===== src/pptb_pkg.sv =====
package pptb_pkg;

  // Operation codes carried in the func field.
  localparam logic [2:0] FUNC_TICK   = 3'd0;
  localparam logic [2:0] FUNC_ADD    = 3'd1;
  localparam logic [2:0] FUNC_REMOVE = 3'd2;
  localparam logic [2:0] FUNC_RETIME = 3'd3;
  localparam logic [2:0] FUNC_RUN    = 3'd4;

  // Result kinds.
  localparam logic [1:0] KIND_FIRE = 2'd0;
  localparam logic [1:0] KIND_TICK = 2'd1;
  localparam logic [1:0] KIND_ACK  = 2'd2;

  // Acknowledge status codes.
  localparam logic [1:0] STATUS_OK      = 2'd0;
  localparam logic [1:0] STATUS_PRESENT = 2'd1;
  localparam logic [1:0] STATUS_ABSENT  = 2'd2;

  // Main period value that disables the main period check.
  localparam logic [31:0] NO_MAIN_PERIOD = 32'hFFFF_FFFF;

  // Slot numbers the slot field can address.
  localparam int unsigned SLOT_FIELD_SLOTS = 16;

  typedef struct packed {
    logic [2:0]  func;
    logic [3:0]  slot;
    logic [31:0] period_ms;
    logic [2:0]  prio;
    logic [31:0] now_ms;
    logic        run;
  } in_t;

  typedef struct packed {
    logic [1:0] kind;
    logic [3:0] fired_slot;
    logic       main_due;
    logic [1:0] status;
    logic       last;
  } out_t;

endpackage


===== src/priority_periodic_timer_bank.sv =====
// Tick: an accept step, a check of each listed slot in list order, then a finish beat;
// the walk is held only while the output register is held by out_stall_i.
// Add: accept, a list scan for the insertion point, a list shift, an acknowledge.
// Remove: accept, a scan for the slot, a shift and an acknowledge. Retime, run, refused
// requests and unknown codes go from accept straight to the acknowledge.
// One item is in flight at a time; the shared subtract, compare and add unit sets the pace.
// Reset clears the present flags, list count and main start, and arms the first tick.
module priority_periodic_timer_bank #(
  parameter int unsigned NUM_SLOTS = 16
) (
  input  logic            clk_i,
  input  logic            rst_ni,
  input  logic            in_valid_i,
  output logic            in_stall_o,
  input  pptb_pkg::in_t   in_data_i,
  output logic            out_valid_o,
  input  logic            out_stall_i,
  output pptb_pkg::out_t  out_data_o
);

  // Only slots that the slot field can name are ever stored.
  localparam int unsigned NS = (NUM_SLOTS < pptb_pkg::SLOT_FIELD_SLOTS) ?
                               NUM_SLOTS : pptb_pkg::SLOT_FIELD_SLOTS;
  localparam int unsigned SW = $clog2(NS);
  localparam int unsigned CW = $clog2(NS + 1);

  // Sequencer state codes.
  localparam logic [2:0] S_IDLE      = 3'd0;
  localparam logic [2:0] S_TICK      = 3'd1;
  localparam logic [2:0] S_INS_SCAN  = 3'd2;
  localparam logic [2:0] S_INS_SHIFT = 3'd3;
  localparam logic [2:0] S_DEL_SCAN  = 3'd4;
  localparam logic [2:0] S_DEL_SHIFT = 3'd5;
  localparam logic [2:0] S_ACK       = 3'd6;

  logic [2:0]      state_q, state_d;
  logic [CW-1:0]   pos_q, pos_d;
  logic [CW-1:0]   cnt_q, cnt_d;
  logic            first_q, first_d;
  logic [31:0]     main_start_q, main_start_d;
  logic [1:0]      status_q, status_d;
  pptb_pkg::in_t   item_q;
  logic            out_vld_q, out_vld_d;
  pptb_pkg::out_t  out_q, out_d;

  // Per-slot storage.
  logic [NS-1:0]   present_q;
  logic [NS-1:0]   running_q;
  logic [31:0]     period_q [NS];
  logic [31:0]     start_q  [NS];
  logic [2:0]      prio_q   [NS];
  logic [SW-1:0]   order_q  [NS];

  logic            accept;
  logic            out_free;
  logic            in_range;
  logic [SW-1:0]   in_idx;
  logic            in_present;
  logic [SW-1:0]   item_idx;
  logic            pos_in_list;
  logic [SW-1:0]   cur;

  // Shared arithmetic unit operands and results.
  logic [31:0]     base_sel;
  logic [31:0]     lim_sel;
  logic [31:0]     diff;
  logic            reached;
  logic [31:0]     advanced;

  // Storage write controls.
  logic            add_we;
  logic            start_we;
  logic [31:0]     start_val;
  logic            retime_we;
  logic            run_we;
  logic            ins_we;
  logic            del_we;
  logic            load_item;
  logic            ins_before;

  assign accept     = in_valid_i && !in_stall_o;
  assign in_stall_o = (state_q != S_IDLE);
  assign out_free   = !out_vld_q || !out_stall_i;

  // Slot decode of the incoming beat and of the held item.
  assign in_range   = ({1'b0, in_data_i.slot} < 5'(NS));
  assign in_idx     = in_data_i.slot[SW-1:0];
  assign in_present = in_range && present_q[in_idx];
  assign item_idx   = item_q.slot[SW-1:0];

  // Walk position within the list and the slot found there.
  assign pos_in_list = (pos_q < cnt_q);
  assign cur         = order_q[pos_q[SW-1:0]];

  // One subtract, compare and add unit, shared by slot checks and the main period check.
  always_comb begin
    if (state_q == S_TICK && pos_in_list) begin
      base_sel = start_q[cur];
      lim_sel  = period_q[cur];
    end else begin
      base_sel = main_start_q;
      lim_sel  = item_q.period_ms;
    end
    diff     = item_q.now_ms - base_sel;
    reached  = (diff >= lim_sel);
    advanced = base_sel + lim_sel;
  end

  // Insertion order: higher priority first, then equal or shorter period first.
  assign ins_before = (prio_q[item_idx] > prio_q[cur]) ||
                      ((prio_q[item_idx] == prio_q[cur]) &&
                       (period_q[item_idx] <= period_q[cur]));

  // Sequencer.
  always_comb begin
    state_d      = state_q;
    pos_d        = pos_q;
    cnt_d        = cnt_q;
    first_d      = first_q;
    main_start_d = main_start_q;
    status_d     = status_q;
    out_vld_d    = out_vld_q && out_stall_i;
    out_d        = out_q;
    add_we       = 1'b0;
    start_we     = 1'b0;
    start_val    = item_q.now_ms;
    retime_we    = 1'b0;
    run_we       = 1'b0;
    ins_we       = 1'b0;
    del_we       = 1'b0;
    load_item    = 1'b0;

    unique case (state_q)
      S_IDLE: begin
        if (accept) begin
          load_item = 1'b1;
          pos_d     = '0;
          status_d  = pptb_pkg::STATUS_OK;
          state_d   = S_ACK;
          case (in_data_i.func)
            pptb_pkg::FUNC_TICK: begin
              state_d = S_TICK;
            end
            pptb_pkg::FUNC_ADD: begin
              if (!in_range) begin
                status_d = pptb_pkg::STATUS_ABSENT;
              end else if (in_present) begin
                status_d = pptb_pkg::STATUS_PRESENT;
              end else begin
                add_we  = 1'b1;
                state_d = S_INS_SCAN;
              end
            end
            pptb_pkg::FUNC_REMOVE: begin
              if (!in_present) begin
                status_d = pptb_pkg::STATUS_ABSENT;
              end else begin
                state_d = S_DEL_SCAN;
              end
            end
            pptb_pkg::FUNC_RETIME: begin
              if (!in_present) begin
                status_d = pptb_pkg::STATUS_ABSENT;
              end else begin
                retime_we = 1'b1;
              end
            end
            pptb_pkg::FUNC_RUN: begin
              if (!in_present) begin
                status_d = pptb_pkg::STATUS_ABSENT;
              end else begin
                run_we = 1'b1;
              end
            end
            default: begin
              status_d = pptb_pkg::STATUS_OK;
            end
          endcase
        end
      end

      S_TICK: begin
        if (pos_in_list) begin
          // One listed slot per cycle; a firing slot waits for the output register.
          if (first_q || (running_q[cur] && reached)) begin
            if (out_free) begin
              start_we        = 1'b1;
              start_val       = first_q ? item_q.now_ms : advanced;
              out_vld_d       = 1'b1;
              out_d.kind       = pptb_pkg::KIND_FIRE;
              out_d.fired_slot = 4'(cur);
              out_d.main_due   = 1'b0;
              out_d.status     = pptb_pkg::STATUS_OK;
              out_d.last       = 1'b0;
              pos_d           = pos_q + 1'b1;
            end
          end else begin
            // A paused slot follows the current time.
            start_we  = !running_q[cur];
            start_val = item_q.now_ms;
            pos_d     = pos_q + 1'b1;
          end
        end else if (out_free) begin
          // Finish beat with the main period result.
          out_vld_d        = 1'b1;
          out_d.kind       = pptb_pkg::KIND_TICK;
          out_d.fired_slot = '0;
          out_d.status     = pptb_pkg::STATUS_OK;
          out_d.last       = 1'b1;
          if (first_q) begin
            out_d.main_due = 1'b1;
            main_start_d   = item_q.now_ms;
            first_d        = 1'b0;
          end else begin
            out_d.main_due = (item_q.period_ms != pptb_pkg::NO_MAIN_PERIOD) && reached;
            if (out_d.main_due) begin
              main_start_d = advanced;
            end
          end
          state_d = S_IDLE;
        end
      end

      S_INS_SCAN: begin
        if (pos_in_list && !ins_before) begin
          pos_d = pos_q + 1'b1;
        end else begin
          state_d = S_INS_SHIFT;
        end
      end

      S_INS_SHIFT: begin
        ins_we  = 1'b1;
        cnt_d   = cnt_q + 1'b1;
        state_d = S_ACK;
      end

      S_DEL_SCAN: begin
        if (cur == item_idx) begin
          state_d = S_DEL_SHIFT;
        end else begin
          pos_d = pos_q + 1'b1;
        end
      end

      S_DEL_SHIFT: begin
        del_we  = 1'b1;
        cnt_d   = cnt_q - 1'b1;
        state_d = S_ACK;
      end

      S_ACK: begin
        if (out_free) begin
          out_vld_d        = 1'b1;
          out_d.kind       = pptb_pkg::KIND_ACK;
          out_d.fired_slot = '0;
          out_d.main_due   = 1'b0;
          out_d.status     = status_q;
          out_d.last       = 1'b1;
          state_d          = S_IDLE;
        end
      end

      default: begin
        state_d = S_IDLE;
      end
    endcase
  end

  // Control registers.
  always_ff @(posedge clk_i or negedge rst_ni) begin
    if (!rst_ni) begin
      state_q      <= S_IDLE;
      pos_q        <= '0;
      cnt_q        <= '0;
      first_q      <= 1'b1;
      main_start_q <= '0;
      status_q     <= pptb_pkg::STATUS_OK;
      out_vld_q    <= 1'b0;
      present_q    <= '0;
    end else begin
      state_q      <= state_d;
      pos_q        <= pos_d;
      cnt_q        <= cnt_d;
      first_q      <= first_d;
      main_start_q <= main_start_d;
      status_q     <= status_d;
      out_vld_q    <= out_vld_d;
      if (add_we) begin
        present_q[in_idx] <= 1'b1;
      end
      if (del_we) begin
        present_q[item_idx] <= 1'b0;
      end
    end
  end

  // Payload registers and slot storage.
  always_ff @(posedge clk_i) begin
    out_q <= out_d;
    if (load_item) begin
      item_q <= in_data_i;
    end
    if (add_we) begin
      period_q[in_idx]  <= in_data_i.period_ms;
      prio_q[in_idx]    <= in_data_i.prio;
      start_q[in_idx]   <= '0;
      running_q[in_idx] <= 1'b1;
    end
    if (retime_we) begin
      period_q[in_idx] <= in_data_i.period_ms;
      start_q[in_idx]  <= in_data_i.now_ms;
    end
    if (run_we) begin
      running_q[in_idx] <= in_data_i.run;
    end
    if (start_we) begin
      start_q[cur] <= start_val;
    end
    // List shifts: open a gap at the scan position, or close it.
    for (int i = 0; i < NS; i++) begin
      if (ins_we) begin
        if (CW'(i) == pos_q) begin
          order_q[i] <= item_idx;
        end else if (CW'(i) > pos_q) begin
          order_q[i] <= order_q[(i > 0) ? i - 1 : 0];
        end
      end
      if (del_we && (CW'(i) >= pos_q) && (i < NS - 1)) begin
        order_q[i] <= order_q[(i < NS - 1) ? i + 1 : i];
      end
    end
  end

  assign out_valid_o = out_vld_q;
  assign out_data_o  = out_q;

  // Between items the list length matches the number of present slots.
  assert property (@(posedge clk_i) disable iff (!rst_ni)
    (state_q == S_IDLE) |-> ($countones(present_q) == int'(cnt_q)))
    else $error("list count differs from present slot count");

  // An accepted beat holds off the input channel in the next cycle.
  assert property (@(posedge clk_i) disable iff (!rst_ni)
    accept |=> in_stall_o)
    else $error("input taken again right after an accept");

  // The first tick is armed only by reset.
  assert property (@(posedge clk_i) disable iff (!rst_ni)
    !first_q |=> !first_q)
    else $error("first tick flag set again");

  // Fire beats never close an item; finish and acknowledge beats always do.
  assert property (@(posedge clk_i) disable iff (!rst_ni)
    out_vld_q |-> ((out_q.kind == pptb_pkg::KIND_FIRE) != out_q.last))
    else $error("last marker does not match the result kind");

endmodule

===== config.mk =====
export PLATFORM = sky130hd
export DESIGN_NAME = priority_periodic_timer_bank
export DESIGN_NICKNAME = d
export VERILOG_FILES = /design/src/pptb_pkg.sv /design/src/priority_periodic_timer_bank.sv
export SDC_FILE = /design/constraint.sdc
export NUM_CORES = 2
export LEC_CHECK = 0
export ABC_AREA = 1
export BUFFER_PORTS_ARGS = -buffer_cell sky130_fd_sc_hd__buf_4
export CAP_MARGIN = 15
export CORE_UTILIZATION = 25
export CTS_CLUSTER_SIZE = 30
export DETAILED_ROUTE_END_ITERATION = 8
export PLACE_DENSITY = 0.48
export RECOVER_POWER = 50
export SLEW_MARGIN = 5
export SYNTH_ARGS = -nofsm -noshare
export SYNTH_HDL_FRONTEND = slang
export SYNTH_SLANG_ARGS = --single-unit

===== constraint.sdc =====
create_clock -name clk_i -period 20.7 [get_ports clk_i]
set_input_delay 4.14 -clock clk_i [delete_from_list [all_inputs] [get_ports clk_i]]
set_output_delay 4.14 -clock clk_i [all_outputs]
set_load 0.01 [all_outputs]

==> impl_metrics.csv <==
group,metric,value,unit
drt,vias,50140,
clocking,cts.reportedPaths.clkPinSlew,0.06,ns
clocking,cts_resized,0,
synthesis,syn-num-nets,6776,
timing,slew_viol_final,798,
critical_path,path_max_fanout,70,
synthesis,synth_seq_cells,1299,
critical_path,cp-startpoint,"pos_q[0]$_DFFE_PN0P_",
hold_path,hold_path_startpoint,"cnt_q[0]$_DFFE_PN0P_",
timing,fmax,65.33,MHz
timing,holdWs,0.4661,ns
flow_run,cap_violations,24,
grt,antenna_found_initial,18,
clocking,cts_hold_buf,0,
power_and_ir_drop,vdd_drop_max,0.1250,mV
synthesis,seq_area_frac_synth,58.99,%
floorplanning,die_area,263000,um2
critical_path,crit_arrival,15.72,ns
finish,fin_cells,9997,
drt,wl_per_cell,22.63,um
floorplanning,top_level_ports,91,
synthesis,post-synth-top-count-cell,"edfxtp_1",
critical_path,r2r_slack,5.39,ns
clocking,clk_latency,0.82,ns
grt,gr-total-overflow,0,
placement,dp_cells,9738,
drt,first_pass_iters,6,
status,violations,"max-capacitance violations, max-slew violations",
timing,relSlewSlack,-154.7,%
grt,grt_max_degree,225,
synthesis,synthTopCellsByArea,"edfxtp_1 56%, nand2_1 6.3%, o21ai_0 5.4%",
placement,dp_hpwl,139400,um
placement,port_buffers,90,
finish,utilization,28.46,%
floorplanning,fp.coreArea,259500,um2
floorplanning,rows,187,
clocking,htree_levels,4,
grt,grt_pass1_wl,327900,um
timing,period_needed,15.31,ns
synthesis,netlist.top_cell.by_area,"edfxtp_1",
clocking,clock_path_buffers,3,
synthesis,postSynthAreaPerCell,9.954,um2
timing,worst_pin_slew,3.820,ns
clocking,root_buffer,"clkbuf_16",
synthesis,netlist_instances,6554,
synthesis,ys_types,60,
critical_path,cpPeakStageDelay,1.78,ns
grt,grt_usage,16.71,%
floorplanning,fp.dieH,512.8,um
drt,routed_wl,226200,um
finish,finalNetCount,6700,
critical_path,required,21.11,ns
hold_path,hold_class,"flip-flop to flip-flop",
grt,grt_pass1_vias,47840,
synthesis,synth_edf_count,1214,
critical_path,rr_startpoint,"pos_q[0]$_DFFE_PN0P_",
drt,drc,0,
drt,route.antenna.remaining_nets,0,
critical_path,crit_path_start_kind,"flip-flop",
power_and_ir_drop,p_per_area,168.8,nW/um2
placement,gp_congestion,0.8686,
synthesis,synthArstFlopShare,5.004,%
synthesis,synth_top_area_share,55.88,%
critical_path,critPathMostFrequentCell,"nand2_1",
clocking,post_cts_buffers,0,
timing,rsz0062_at_grt,"false",
drt,viasPerCell,5.015,
clocking,cts-buffers-inserted,138,
timing,skew,0.03867,ns
power_and_ir_drop,p_leak,0.02662,uW
finish,layout-drive-gt1-share,6.390,%
floorplanning,initial_core_util,25.14,%
critical_path,endpoint_kind,"flip-flop",
critical_path,crit_type,"flip-flop to flip-flop",
synthesis,ys.warnings.count,0,
critical_path,cp_slowest_cell,"nand2_1",
timing,period_share,73.95,%
timing,setup-tns-final,0,ns
status,outcome,"finished, violations left",
clocking,cts.sinks,1299,
timing,final_hold_viol_count,0,
synthesis,yosys-top-cells-count,"1214 x edfxtp_1, 1101 x nand2_1, 705 x o21ai_0",
drt,initialDrtViolationCount,5060,
synthesis,synthesis.area,65240,um2
synthesis,synth_flop_cell,"edfxtp_1",
clocking,tritoncts,"built",
floorplanning,die_w,512.8,um
finish,area_growth,13.18,%
timing,finalSetupViolCount,0,
power_and_ir_drop,p_total,12460,uW
## worst paths after layout
kind | to | cells past startpoint
setup / recovery | start_q[4][15]$_DFFE_PP_ | 46
hold / removal | cnt_q[0]$_DFFE_PN0P_ | 1
setup reg to reg | start_q[4][15]$_DFFE_PP_ | 46
hold reg to reg | cnt_q[0]$_DFFE_PN0P_ | 1
max in group asynchronous | main_start_q[4]$_DFFE_PN0P_ | 2
min in group asynchronous | out_valid_o$_DFF_PN0_ | 1
## cell type report
cell class                 instances  area (um2)
clock buffer                     163        3568
sequential                      1299       38490
timing repair buffer             183        1111
fill                           26900      185600
inverter                         677        2561
clock inverter                    87        1147
multi-input combinational       4179       22680
tap                             3402        4257
antenna                            7       17.52
## sequential cells by signal, summed over array words and instances, names as in the netlist, 16 cells and up, named ones only
signal,flops
period_q,512
start_q,512
item_q,64
order_q,64
prio_q,48
main_start_q,32
present_q,16
running_q,16
## power by group
| part | switching (uW) | leakage, uW | total (uW) | internal (uW) |
|---|---|---|---|---|
| sequential | 124 | 0.0119 | 3330 | 3200 |
| clock | 1110 | 0.00228 | 2610 | 1500 |
| combinational | 4670 | 0.0124 | 6520 | 1850 |
| total | 5900 | 0.0266 | 12500 | 6560 |
## routing by layer
metal	track usage, %	part of all wire (%)	vias to the layer above
li1	-	-	23210
met3	2.264	5.5	309
met4	6.113	3.4	2
met1	21.78	43	24940
met5	0	0.0053	-
met2	28.10	48	1686
## worst max-delay path, delay by kind of cell, from the launching register on
family	cells	cell delay (ns)
xor gates and xnor gates	1	0.18
buffers and inverters	6	4.94
DFF	1	0.32
AOI/OAI and AO/OA	10	2.15
and+or+nand+nor	27	6.46
adders and majority gates	2	0.72
## cells by family (layout without fill, tap and decap cells)
| group | after synthesis | count (layout) | share of synthesized area (%) |
|---|---|---|---|
| DFF | 1299 | 1299 | 58.99 |
| AOI/OAI and AO/OA | 1806 | 1806 | 16.53 |
| other | 0 | 7 | 0 |
| buffers and inverters | 1076 | 1110 | 6.728 |
| xor gates and xnor gates | 38 | 38 | 0.5102 |
| adders and majority gates | 143 | 143 | 2.777 |
| and+or+nand+nor | 2143 | 2143 | 13.71 |
| muxes | 49 | 49 | 0.7576 |
## through the flow
stage	cell area, um2	setup slack, ns
5_1_grt	73840	4.157
2_1_floorplan	65240	12.72
4_1_cts	74210	9.053
6_report	73840	5.392
3_5_place_dp	69490	9.071
3_3_place_gp	69420	9.184
## cell usage in the layout (no fill, tap or decap), types with 22 or more instances in the layout
cell type and instances:
edfxtp_1 1214, nand2_1 1100, o21ai_0 705, inv_1 656
nor2_1 485, a21oi_1 444, nand3_1 400, o211ai_1 274
ha_1 140, clkbuf_16 139, clkbuf_1 128, o221ai_1 120
o22ai_1 75, buf_4 68, dfrtp_1 64, mux2i_1 46
clkinv_1 35, nor2_4 34, o21ai_1 32, a32o_1 29
xor2_1 29, nand4_1 27, or2_2 24, o21ai_2 23
nor3_1 22
No activity file was read; power rests on OpenSTA's default activity.
